**src/shp_pkg.sv**
```systemverilog
// Package for the SHA-256 hash chain byte generator.
// Round constants, initial hash words, command and register codes, core command type.
// No dependencies.
`default_nettype none
package shp_pkg;

  localparam int unsigned WordW = 32;
  localparam int unsigned DigWords = 8;

  // request / reseed command codes
  localparam logic CmdRequest = 1'b0;
  localparam logic CmdReseed  = 1'b1;

  // configuration register indexes
  localparam logic CfgSeed    = 1'b0;
  localparam logic CfgEntropy = 1'b1;

  localparam logic [31:0] EntropyMask = 32'h7FFF_FFFF;
  localparam logic [31:0] PadWord     = 32'h8000_0000;
  localparam logic [31:0] LenSeed     = 32'd64;   // 8-byte message, in bits
  localparam logic [31:0] LenDigest   = 32'd256;  // 32-byte message, in bits

  localparam logic [31:0] IvTab [DigWords] = '{
    32'h6a09e667, 32'hbb67ae85, 32'h3c6ef372, 32'ha54ff53a,
    32'h510e527f, 32'h9b05688c, 32'h1f83d9ab, 32'h5be0cd19
  };

  localparam logic [31:0] KTab [64] = '{
    32'h428a2f98, 32'h71374491, 32'hb5c0fbcf, 32'he9b5dba5,
    32'h3956c25b, 32'h59f111f1, 32'h923f82a4, 32'hab1c5ed5,
    32'hd807aa98, 32'h12835b01, 32'h243185be, 32'h550c7dc3,
    32'h72be5d74, 32'h80deb1fe, 32'h9bdc06a7, 32'hc19bf174,
    32'he49b69c1, 32'hefbe4786, 32'h0fc19dc6, 32'h240ca1cc,
    32'h2de92c6f, 32'h4a7484aa, 32'h5cb0a9dc, 32'h76f988da,
    32'h983e5152, 32'ha831c66d, 32'hb00327c8, 32'hbf597fc7,
    32'hc6e00bf3, 32'hd5a79147, 32'h06ca6351, 32'h14292967,
    32'h27b70a85, 32'h2e1b2138, 32'h4d2c6dfc, 32'h53380d13,
    32'h650a7354, 32'h766a0abb, 32'h81c2c92e, 32'h92722c85,
    32'ha2bfe8a1, 32'ha81a664b, 32'hc24b8b70, 32'hc76c51a3,
    32'hd192e819, 32'hd6990624, 32'hf40e3585, 32'h106aa070,
    32'h19a4c116, 32'h1e376c08, 32'h2748774c, 32'h34b0bcb5,
    32'h391c0cb3, 32'h4ed8aa4a, 32'h5b9cca4f, 32'h682e6ff3,
    32'h748f82ee, 32'h78a5636f, 32'h84c87814, 32'h8cc70208,
    32'h90befffa, 32'ha4506ceb, 32'hbef9a3f7, 32'hc67178f2
  };

  // control from the sequencer to the compression core
  typedef struct packed {
    logic        load;   // shift one message word in
    logic [31:0] word;
    logic        start;  // begin 64 rounds
  } shp_core_cmd_t;

endpackage
`default_nettype wire

```
**src/shp_if.sv**
```systemverilog
// Valid/ready channel interfaces for request beats and byte beats.
// Depends on nothing.
`default_nettype none
interface shp_in_if;
  logic       valid;
  logic       ready;
  logic       command;
  logic [5:0] byte_count;
  modport source (output valid, command, byte_count, input ready);
  modport sink   (input valid, command, byte_count, output ready);
endinterface

interface shp_out_if;
  logic       valid;
  logic       ready;
  logic [7:0] rand_byte;
  logic       last_byte;
  modport source (output valid, rand_byte, last_byte, input ready);
  modport sink   (input valid, rand_byte, last_byte, output ready);
endinterface
`default_nettype wire

```
**src/shp_core.sv**
```systemverilog
// Iterative SHA-256 compression core, one round per cycle, single block.
// Depends on shp_pkg.
`default_nettype none
module shp_core (
  input  wire logic                   clk_i,
  input  wire logic                   rst_ni,
  input  wire shp_pkg::shp_core_cmd_t cmd_i,
  input  wire logic [2:0]             rd_idx_i,
  output logic                        done_o,
  output logic [31:0]                 rd_word_o
);
  import shp_pkg::*;

  function automatic logic [31:0] rotr(input logic [31:0] x, input int unsigned n);
    rotr = (x >> n) | (x << (32 - n));
  endfunction

  logic [31:0] w_q [16];
  logic [31:0] v_q [8];
  logic [5:0]  rnd_q;
  logic        busy_q;
  logic        done_q;

  logic [31:0] t1, t2, s0w, s1w, wnew;

  always_comb begin
    t1 = v_q[7] + (rotr(v_q[4], 6) ^ rotr(v_q[4], 11) ^ rotr(v_q[4], 25))
       + ((v_q[4] & v_q[5]) ^ (~v_q[4] & v_q[6])) + KTab[rnd_q] + w_q[0];
    t2 = (rotr(v_q[0], 2) ^ rotr(v_q[0], 13) ^ rotr(v_q[0], 22))
       + ((v_q[0] & v_q[1]) ^ (v_q[0] & v_q[2]) ^ (v_q[1] & v_q[2]));
    s0w = rotr(w_q[1], 7) ^ rotr(w_q[1], 18) ^ (w_q[1] >> 3);
    s1w = rotr(w_q[14], 17) ^ rotr(w_q[14], 19) ^ (w_q[14] >> 10);
    wnew = w_q[0] + s0w + w_q[9] + s1w;
  end

  always_ff @(posedge clk_i or negedge rst_ni) begin
    if (!rst_ni) begin
      rnd_q  <= '0;
      busy_q <= 1'b0;
      done_q <= 1'b0;
    end else begin
      done_q <= 1'b0;
      if (cmd_i.start) begin
        rnd_q  <= '0;
        busy_q <= 1'b1;
      end else if (busy_q) begin
        rnd_q <= rnd_q + 6'd1;
        if (rnd_q == 6'd63) begin
          busy_q <= 1'b0;
          done_q <= 1'b1;
        end
      end
    end
  end

  // datapath: schedule window and working variables
  always_ff @(posedge clk_i) begin
    if (cmd_i.start) begin
      for (int i = 0; i < 8; i++) v_q[i] <= IvTab[i];
    end else if (busy_q) begin
      v_q[7] <= v_q[6];
      v_q[6] <= v_q[5];
      v_q[5] <= v_q[4];
      v_q[4] <= v_q[3] + t1;
      v_q[3] <= v_q[2];
      v_q[2] <= v_q[1];
      v_q[1] <= v_q[0];
      v_q[0] <= t1 + t2;
      for (int i = 0; i < 15; i++) w_q[i] <= w_q[i+1];
      w_q[15] <= wnew;
    end else if (cmd_i.load) begin
      for (int i = 0; i < 15; i++) w_q[i] <= w_q[i+1];
      w_q[15] <= cmd_i.word;
    end
  end

  assign done_o    = done_q;
  assign rd_word_o = IvTab[rd_idx_i] + v_q[rd_idx_i];

endmodule
`default_nettype wire

```
**src/sha256_hash_chain_prng.sv**
```systemverilog
// SHA-256 hash chain byte generator, top level. Depends on shp_pkg, shp_if, shp_core.
// A byte from a fresh digest is first read from the digest RAM, then offered. One hash pass
// loads 16 message words, starts the core, runs 64 rounds, writes 8 words back; a refill is one pass.
// A reseed (or the automatic first seeding) is one more pass; its digest is not emitted.
// Throughput: one request at a time; the next byte's RAM read starts only after the last byte is taken.
// Reset: digest RAM is never read before written; position starts exhausted, not seeded.
`default_nettype none
module sha256_hash_chain_prng #(
  parameter int unsigned MAX_REQUEST_BYTES = 32
) (
  input  wire logic        clk_i,
  input  wire logic        rst_ni,
  shp_in_if.sink           in_i,
  shp_out_if.source        out_o,
  input  wire logic        cfg_we_i,
  input  wire logic        cfg_idx_i,
  input  wire logic [63:0] cfg_data_i
);
  import shp_pkg::*;

  localparam int unsigned RemW = $clog2(MAX_REQUEST_BYTES + 1);
  localparam logic [6:0]  MaxReq = 7'(MAX_REQUEST_BYTES);

  typedef enum logic [2:0] {
    StIdle, StLoad, StStart, StComp, StWrbk, StEmitChk, StEmitOut
  } state_e;

  // what the current compression is for
  typedef enum logic [1:0] {
    ModeReseed,      // reseed command, no bytes follow
    ModeReseedEmit,  // auto seeding on first request, bytes follow
    ModeAdvance      // next digest of the chain
  } mode_e;

  function automatic logic [31:0] bswap(input logic [31:0] x);
    bswap = {x[7:0], x[15:8], x[23:16], x[31:24]};
  endfunction

  state_e          state_q;
  mode_e           mode_q;
  logic [4:0]      lc_q;       // load counter, word lc-1 is shifted in
  logic [2:0]      wc_q;       // write-back word
  logic [5:0]      pos_q;      // next unused digest byte, 32 = exhausted
  logic [RemW-1:0] rem_q;      // bytes left in this request
  logic            seeded_q;
  logic [63:0]     seed_q;     // seed for the pending reseed
  logic [63:0]     cfg_seed_q;
  logic [31:0]     cfg_ent_q;

  // digest RAM: 8 words, word i = H[i]
  logic [31:0] mem [DigWords];
  logic [31:0] rdata_q;
  logic        mem_re, mem_we;
  logic [2:0]  mem_raddr;

  shp_core_cmd_t core_cmd;
  logic          core_done;
  logic [31:0]   core_word;
  logic [3:0]    blk_idx;
  logic [31:0]   blk_word;
  logic [6:0]    req_cnt;

  // ---------------- configuration registers ----------------
  always_ff @(posedge clk_i or negedge rst_ni) begin
    if (!rst_ni) begin
      cfg_seed_q <= '0;
      cfg_ent_q  <= '0;
    end else if (cfg_we_i) begin
      case (cfg_idx_i)
        CfgSeed:    cfg_seed_q <= cfg_data_i;
        CfgEntropy: cfg_ent_q  <= cfg_data_i[31:0];
        default:    ;
      endcase
    end
  end

  // ---------------- digest RAM ----------------
  always_ff @(posedge clk_i) begin
    if (mem_we) mem[wc_q] <= core_word;
    if (mem_re) rdata_q <= mem[mem_raddr];
  end

  // RAM reads: message words during a chain advance, one byte word while emitting.
  // Writes happen only in write-back, so the sequencer itself keeps reads and writes apart.
  always_comb begin
    mem_we    = (state_q == StWrbk);
    mem_re    = 1'b0;
    mem_raddr = pos_q[4:2];
    if (state_q == StLoad) begin
      mem_raddr = lc_q[2:0];
      mem_re    = (mode_q == ModeAdvance) && (lc_q < 5'd8);
    end else if (state_q == StEmitChk) begin
      mem_re = (pos_q != 6'd32);
    end
  end

  // ---------------- message block words ----------------
  // Reseed: 8 seed bytes LSB first, pad, length 64 bits.
  // Advance: 8 digest words, pad, length 256 bits.
  always_comb begin
    blk_idx  = 4'(lc_q - 5'd1);
    blk_word = '0;
    if (mode_q == ModeAdvance) begin
      if (blk_idx < 4'd8)        blk_word = rdata_q;
      else if (blk_idx == 4'd8)  blk_word = PadWord;
      else if (blk_idx == 4'd15) blk_word = LenDigest;
    end else begin
      if (blk_idx == 4'd0)       blk_word = bswap(seed_q[31:0]);
      else if (blk_idx == 4'd1)  blk_word = bswap(seed_q[63:32]);
      else if (blk_idx == 4'd2)  blk_word = PadWord;
      else if (blk_idx == 4'd15) blk_word = LenSeed;
    end
  end

  assign core_cmd.load  = (state_q == StLoad) && (lc_q != 5'd0);
  assign core_cmd.word  = blk_word;
  assign core_cmd.start = (state_q == StStart);

  shp_core u_core (
    .clk_i     (clk_i),
    .rst_ni    (rst_ni),
    .cmd_i     (core_cmd),
    .rd_idx_i  (wc_q),
    .done_o    (core_done),
    .rd_word_o (core_word)
  );

  // ---------------- handshakes ----------------
  assign in_i.ready = (state_q == StIdle);
  assign out_o.valid = (state_q == StEmitOut);
  assign out_o.last_byte = (rem_q == RemW'(1));
  always_comb begin
    case (pos_q[1:0])
      2'd0:    out_o.rand_byte = rdata_q[31:24];
      2'd1:    out_o.rand_byte = rdata_q[23:16];
      2'd2:    out_o.rand_byte = rdata_q[15:8];
      default: out_o.rand_byte = rdata_q[7:0];
    endcase
  end

  // oversized requests saturate
  assign req_cnt = ({1'b0, in_i.byte_count} > MaxReq) ? MaxReq : {1'b0, in_i.byte_count};

  // ---------------- sequencer ----------------
  always_ff @(posedge clk_i or negedge rst_ni) begin
    if (!rst_ni) begin
      state_q  <= StIdle;
      mode_q   <= ModeReseed;
      lc_q     <= '0;
      wc_q     <= '0;
      pos_q    <= 6'd32;
      rem_q    <= '0;
      seeded_q <= 1'b0;
      seed_q   <= '0;
    end else begin
      case (state_q)
        StIdle: begin
          if (in_i.valid) begin
            lc_q <= '0;
            if (in_i.command == CmdReseed) begin
              // zero seed falls back to the masked entropy word
              seed_q <= (cfg_seed_q != 64'd0) ? cfg_seed_q
                                               : {32'd0, cfg_ent_q & EntropyMask};
              mode_q  <= ModeReseed;
              state_q <= StLoad;
            end else if (req_cnt != 7'd0) begin
              rem_q <= RemW'(req_cnt);
              if (!seeded_q) begin
                // first request: seed from the raw entropy word
                seed_q  <= {32'd0, cfg_ent_q};
                mode_q  <= ModeReseedEmit;
                state_q <= StLoad;
              end else begin
                state_q <= StEmitChk;
              end
            end
          end
        end
        StLoad: begin
          lc_q <= lc_q + 5'd1;
          if (lc_q == 5'd16) state_q <= StStart;
        end
        StStart: state_q <= StComp;
        StComp: begin
          if (core_done) begin
            wc_q    <= '0;
            state_q <= StWrbk;
          end
        end
        StWrbk: begin
          wc_q <= wc_q + 3'd1;
          if (wc_q == 3'd7) begin
            if (mode_q == ModeAdvance) begin
              pos_q   <= 6'd0;
              state_q <= StEmitChk;
            end else begin
              pos_q    <= 6'd32;
              seeded_q <= 1'b1;
              state_q  <= (mode_q == ModeReseed) ? StIdle : StEmitChk;
            end
          end
        end
        StEmitChk: begin
          if (pos_q == 6'd32) begin
            // digest used up: hash it again
            mode_q  <= ModeAdvance;
            lc_q    <= '0;
            state_q <= StLoad;
          end else begin
            state_q <= StEmitOut;
          end
        end
        StEmitOut: begin
          if (out_o.ready) begin
            pos_q <= pos_q + 6'd1;
            rem_q <= rem_q - RemW'(1);
            state_q <= (rem_q == RemW'(1)) ? StIdle : StEmitChk;
          end
        end
        default: state_q <= StIdle;
      endcase
    end
  end

endmodule
`default_nettype wire

```
**src/flat_wrapper.sv**
```systemverilog
// flat-port wrapper written by rule: the top's interface ports become plain ports
module sha256_hash_chain_prng_flat import shp_pkg::*;
#(
  parameter int unsigned MAX_REQUEST_BYTES = 32
)
  (clk_i, rst_ni, cfg_we_i, cfg_idx_i, cfg_data_i, in_i_valid, in_i_command, in_i_byte_count, in_i_ready, out_o_valid, out_o_rand_byte, out_o_last_byte, out_o_ready);
  shp_in_if in_i_i ();
  shp_out_if out_o_i ();
  input  wire logic clk_i;
  input  wire logic rst_ni;
  input  wire logic cfg_we_i;
  input  wire logic cfg_idx_i;
  input  wire logic [63:0] cfg_data_i;
  input wire logic [$bits(in_i_i.valid)-1:0] in_i_valid;
  input wire logic [$bits(in_i_i.command)-1:0] in_i_command;
  input wire logic [$bits(in_i_i.byte_count)-1:0] in_i_byte_count;
  output wire logic [$bits(in_i_i.ready)-1:0] in_i_ready;
  output wire logic [$bits(out_o_i.valid)-1:0] out_o_valid;
  output wire logic [$bits(out_o_i.rand_byte)-1:0] out_o_rand_byte;
  output wire logic [$bits(out_o_i.last_byte)-1:0] out_o_last_byte;
  input wire logic [$bits(out_o_i.ready)-1:0] out_o_ready;
  assign in_i_i.valid = in_i_valid;
  assign in_i_i.command = in_i_command;
  assign in_i_i.byte_count = in_i_byte_count;
  assign in_i_ready = in_i_i.ready;
  assign out_o_valid = out_o_i.valid;
  assign out_o_rand_byte = out_o_i.rand_byte;
  assign out_o_last_byte = out_o_i.last_byte;
  assign out_o_i.ready = out_o_ready;
  sha256_hash_chain_prng #(.MAX_REQUEST_BYTES(MAX_REQUEST_BYTES)) u_core (.clk_i(clk_i), .rst_ni(rst_ni), .in_i(in_i_i), .out_o(out_o_i), .cfg_we_i(cfg_we_i), .cfg_idx_i(cfg_idx_i), .cfg_data_i(cfg_data_i));
endmodule
```
**config.mk**
```make
export PLATFORM = sky130hd
export DESIGN_NAME = sha256_hash_chain_prng_flat
export DESIGN_NICKNAME = d
export VERILOG_FILES = /design/src/shp_pkg.sv /design/src/shp_if.sv /design/src/shp_core.sv /design/src/sha256_hash_chain_prng.sv /design/src/flat_wrapper.sv
export SDC_FILE = /design/constraint.sdc
export NUM_CORES = 2
export LEC_CHECK = 0
export BUFFER_PORTS_ARGS = -buffer_cell sky130_fd_sc_hd__buf_2
export CELL_PAD_IN_SITES_DETAIL_PLACEMENT = 0
export CELL_PAD_IN_SITES_GLOBAL_PLACEMENT = 2
export CORE_MARGIN = 5
export CORE_UTILIZATION = 49
export DETAILED_ROUTE_END_ITERATION = 12
export GPL_TIMING_DRIVEN = 1
export PLACE_DENSITY = 0.83
export SLEW_MARGIN = 20
export SYNTH_ARGS = -nofsm -noshare
export SYNTH_HDL_FRONTEND = slang
export SYNTH_HIERARCHICAL = 1
export SYNTH_SLANG_ARGS = --single-unit
```
**constraint.sdc**
```tcl
create_clock -name clk_i -period 42.3 [get_ports clk_i]
set_input_delay 2.115 -clock clk_i [delete_from_list [all_inputs] [get_ports clk_i]]
set_output_delay 2.115 -clock clk_i [all_outputs]
set_load 0.02 [all_outputs]
```
======== Word level (Yosys, flattened, before mapping) ========
Memory sizes are Yosys's and may differ from the RTL's. A register that Yosys moved wholly into a read port is not among the register bits.
Cells that the tools add are included.
operators by class
  bitwise gates (word level) .............. 55
  mux-type cells .......................... 97
  equal/unequal tests ..................... 30
  reductions and logical operators ........ 26
  magnitude comparators ................... 5
  $add $sub $neg .......................... 17
operator list
  operator                         count
  two-way mux 32 bit               34
  adder 32 bit                     11
  XOR 32 bit                       9
  two-way mux 64 bit               4
  AND 32 bit                       5
  nonzero test 64 bit              1
  two-way mux 6 bit                10
  two-way mux 3 bit                14
  NOT 32 bit                       1
  bitwise OR 10 x 32 -> 32 bit     1
  bitwise OR 13 x 32 -> 32 bit     1
  bitwise OR 14 x 32 -> 32 bit     1
  bitwise OR 15 x 32 -> 32 bit     1
  bitwise OR 19 x 32 -> 32 bit     1
  bitwise OR 21 x 32 -> 32 bit     1
  bitwise OR 25 x 32 -> 32 bit     1
  bitwise OR 26 x 32 -> 32 bit     1
  bitwise OR 30 x 32 -> 32 bit     1
  bitwise OR 7 x 32 -> 32 bit      1
  XOR 32 x 22 -> 32 bit            1
  XOR 32 x 29 -> 32 bit            1
  bitwise OR 1 bit                 24
  case mux 6 bit (2 select lines)  2
  case mux 8 bit (3 select lines)  1
  51 further kinds                 102
storage, ports and cells
  register bits ........................... 194
  word-level logic and storage cells ...... 248
  memories kept ........................... 5
  memory bits (read-only) ................. 2304
  output and inout port bits .............. 11
  bits of input ports ..................... 77
  bits in writable memories ............... 1024
memory list
  memory             depth  bits a word  read ports  clocked after memory_dff  write ports  line                          text
  (no name shown)    64     32           1           0                         0            shp_core.sv:28                + ((v_q[4] & v_q[5]) ^ (~v_q[4] & v_q[6])) + KTab[rnd_q] + w_q[0];
  u_core.u_core.w_q  16     32           16          0                         16           shp_core.sv:18                logic [31:0] w_q [16];
  (no name shown)    8      32           1           0                         0            shp_core.sv:78                assign rd_word_o = IvTab[rd_idx_i] + v_q[rd_idx_i];
  u_core.mem         8      32           1           1                         1            sha256_hash_chain_prng.sv:51  logic [31:0] mem [DigWords];
  u_core.u_core.v_q  8      32           9           0                         8            shp_core.sv:19                logic [31:0] v_q [8];

======== Longest topological paths before layout ========
An unclocked memory read counts as a cell.
  word-level depth ........................ 10
  mapped depth ............................ 38
  mapped depth without buffers ............ 37

======== Modules after synthesis ========
The synthesis kept the hierarchy.
by module, submodules not included
  module                  seq. area each (sq um)  instances  area each (sq um)  cells an instance
  shp_core                23262.3                 1          45238.4            3696
  sha256_hash_chain_prng  13304.0                 1          20099.3            1400

======== Worst setup path after synthesis ========
OpenSTA, ideal clock, no wires.
  path type ............................... register to register
  from .................................... reg u_core.state_q[1]
  to ...................................... mem u_core.u_core.w_q[0][0] (enable)
  stages on the path, launching flop included .. 8
  required time ........................... 40.902 ns
  period minus slack after synthesis ...... 23.909 ns
  path buffers ............................ 3
  path slack .............................. 18.391 ns
  arrival ................................. 22.511 ns
  library setup time ...................... 1.398 ns
  cells stage by stage .................... dfrtp_1 buf_6 or3b_1 buf_2 buf_2 a21oi_1 nor2_1 nor2_1
RTL lines
  what                    line                           text
  start, declared         sha256_hash_chain_prng.sv:39   state_e state_q;
  start signal, assigned  sha256_hash_chain_prng.sv:147  state_q <= StIdle;
  start signal, assigned  sha256_hash_chain_prng.sv:165  state_q <= StLoad;
  start signal, assigned  sha256_hash_chain_prng.sv:172  state_q <= StLoad;
  end, declared           shp_core.sv:18

==> flow_metrics.tcl <==
set metrics [dict create \
    cp.required_ps 42810 \
    grt_usage_pct 26.1 \
    grt_pass1_vias 39800 \
    min_path_cells 0 \
    fmax_mhz 93.6 \
    cp.arrival_ps 11190 \
    routed_wl_um 186000 \
    drt-wirelength-per-cell_um 26.7 \
    nets 5558 \
    grt_pass1_wl_um 272000 \
    die_h_um 375 \
    r2r_cells 33 \
    holdBufCountCts 0 \
    ys_seq_area_share_pct 56.0 \
    hp-class "reg2reg" \
    cts_buffer_depth 3 \
    core-area_um2 133000 \
    fin_util_pct 54.0 \
    dpl.hpwl_um 135000 \
    grt_setup_unrepaired "false" \
    cts_num_sinks 1250 \
    ctsResizeCount 0 \
    ys_top_cells_by_area "edfxtp_1 49%, dfrtp_1 7.4%, fa_1 5.8%" \
    dieWidth_um 375 \
    drc_errors 0 \
    antenna_found_initial 3 \
    period_share_pct 25.3 \
    slew_headroom_pct 25.4 \
    crit_fanout 17 \
    synth_top_area_share_pct 48.5 \
    clkLatencyLatePin_ps 780 \
    final_area_um2 71900 \
    placed_area_um2 67400 \
    synth_edf_count 1056 \
    cts-buffers-inserted 136 \
    fin_crit_ps 10680 \
    grt-ovfl-total 0 \
    grt_max_degree 217 \
    critPathSlowestCell "dfrtp_1" \
    synth_top_cell_by_area "edfxtp_1" \
    startpoint "u_core/u_core/rnd_q[0]$_DFFE_PN0P_" \
    clkSlewWorstSetupHoldPaths_ps 70 \
    h-tree-depth 4 \
    drive_above_1_share_pct 12.3 \
    max-cap-violations 0 \
    fill_cells 11200 \
    syn-cell-area_um2 65300 \
    vias_per_cell 5.91 \
    rows 134 \
    via_count 41200 \
    dr.pass1.iters 10 \
    final.setup_skew_ps 37.8 \
    synth_fp_nets 5555 \
    dp.cells 6727 \
    io_pins 88 \
    status "finished, final reports clean" \
    ys_seq_elements 1250 \
    crit_type "reg2reg" \
    synthArstFlopShare_pct 15.5 \
    worst_pin_slew_ps 1120 \
    fin_cells 6973 \
    cts_root_buf "clkbuf_16" \
    die_area_um2 141000 \
    cts_tree "built" \
    avgSynthCellArea_um2 12.8 \
    start_util_pct 49.1 \
    gp_congestion 0.925 \
    synthFlopType "edfxtp_1" \
    tns_ps 0 \
    timing.rr.start "u_core/u_core/rnd_q[0]$_DFFE_PN0P_" \
    ys_types 90 \
    syn_to_final_growth_pct 9.98 \
    cp-end-kind "register" \
    synth_warnings 6 \
    drtIter0Drc 4526 \
    post_cts_buffers 0 \
    final-max-slew-violation-count 0 \
    setup_viol 0 \
    drtAntennaViolNets 0 \
    hold_viol 0 \
    cpPeakStageDelay_ps 840 \
    final_common_cell "edfxtp_1" \
    synth_cells 5096 \
    hp-start "u_core/u_core/w_q[11][12]$_DFFE_PP_" \
    critPathLaunchType "register" \
    final_cell_mix "1056 x edfxtp_1, 454 x nand2_1, 278 x inv_1" \
    io_buffers 87 \
]
-- metal layers --
metal / vias up / track usage [%] / share of wire, %
li1: 18600 / - / -
met1: 20900 / 38.7 / 45
met2: 1500 / 40.6 / 46
met3: 247 / 4.23 / 6.7
met4: 2 / 6.47 / 2.4
met5: - / 0 / 0.0070
-- per-stage QoR --
stage,hold WS (ps),setup slack (ps)
global route,417,31120
detailed placement,405,31930
global placement,400,31960
CTS,408,31810
finish,399,31620
floorplan,400,18390
-- sequential cells by signal (all words and copies together) (netlist names), 3 cells and up --
register	count
u_core/u_core/w_q	512
u_core/state_q	3
u_core/u_core/rnd_q	6
u_core/mem	256
u_core/cfg_seed_q	64
u_core/seed_q	64
u_core/pos_q	6
u_core/rdata_q	32
u_core/u_core/v_q	256
u_core/cfg_ent_q	32
u_core/rem_q	6
u_core/wc_q	3
u_core/lc_q	5
-- logic make-up after synthesis --
logic type | Yosys count | share of synthesized area (%)
simple gates | 1201 | 8.82
mux | 319 | 6.45
xor+xnor | 385 | 5.18
fa+ha+maj | 385 | 9.52
buf+inv | 562 | 3.42
flops | 1250 | 56.0
compound gates | 994 | 10.6
-- cells in the mapped netlist, types with 17 or more instances --
library cell / n
dfrtp_1: 193
o21bai_1: 17
mux2_2: 114
edfxtp_1: 1056
nand2b_1: 151
a221oi_2: 58
a32o_1: 33
o21a_1: 25
mux2i_1: 134
o211ai_1: 25
xnor2_1: 271
buf_2: 36
buf_1: 32
a22oi_1: 35
inv_1: 278
nand4_1: 24
xor2_1: 113
a21oi_1: 254
mux4_2: 69
o21ai_0: 227
a211oi_1: 32
a31oi_1: 25
a21o_1: 86
a22o_1: 34
ha_1: 194
and2_1: 101
and3_1: 21
nor2b_1: 33
nor3_1: 60
nor2_1: 208
fa_1: 188
nand3_1: 60
nand2_1: 456
nor4_1: 24
clkbuf_1: 201
-- final timing paths --
path	end	slack, ps
worst max register to register	u_core/u_core/v_q[0][30]$_SDFFCE_PN1P_	31620
worst min register to register	u_core/u_core/w_q[10][12]$_DFFE_PP_	400
worst min-delay path	u_core/u_core/w_q[10][12]$_DFFE_PP_	400
worst max-delay path	u_core/u_core/v_q[0][30]$_SDFFCE_PN1P_	31620
min in group asynchronous	u_core/cfg_seed_q[57]$_DFFE_PN0P_	1400
max in group asynchronous	u_core/u_core/rnd_q[3]$_DFFE_PN0P_	38800
-- area by class of cell --
type | instances | area (µm²) | share of cell area (%)
diodes | 2 | 5.00 | 0.00696
multi-input cells | 3284 | 26700 | 37.1
clock buffers | 176 | 3670 | 5.11
well taps | 1768 | 2210 | 3.08
clock inverters | 66 | 702 | 0.977
repair buffers | 146 | 940 | 1.31
flip-flops and latches | 1250 | 36600 | 50.9
inverters | 281 | 1050 | 1.47
-- worst max-delay path: cells and delay by family (launching register included) --
family / cells / cell delay, ps
adder cells (fa/ha/maj): 8 / 3780
AO/OA/AOI/OAI: 12 / 3000
XOR/XNOR: 1 / 180
multiplexers: 2 / 690
flip-flops: 1 / 840
buffers and inverters: 3 / 760
AND/OR/NAND/NOR: 7 / 1160
Power is left out: the tool's default activity adds up to more than one toggle a clock period on the data nets, which glitch-free logic cannot reach.
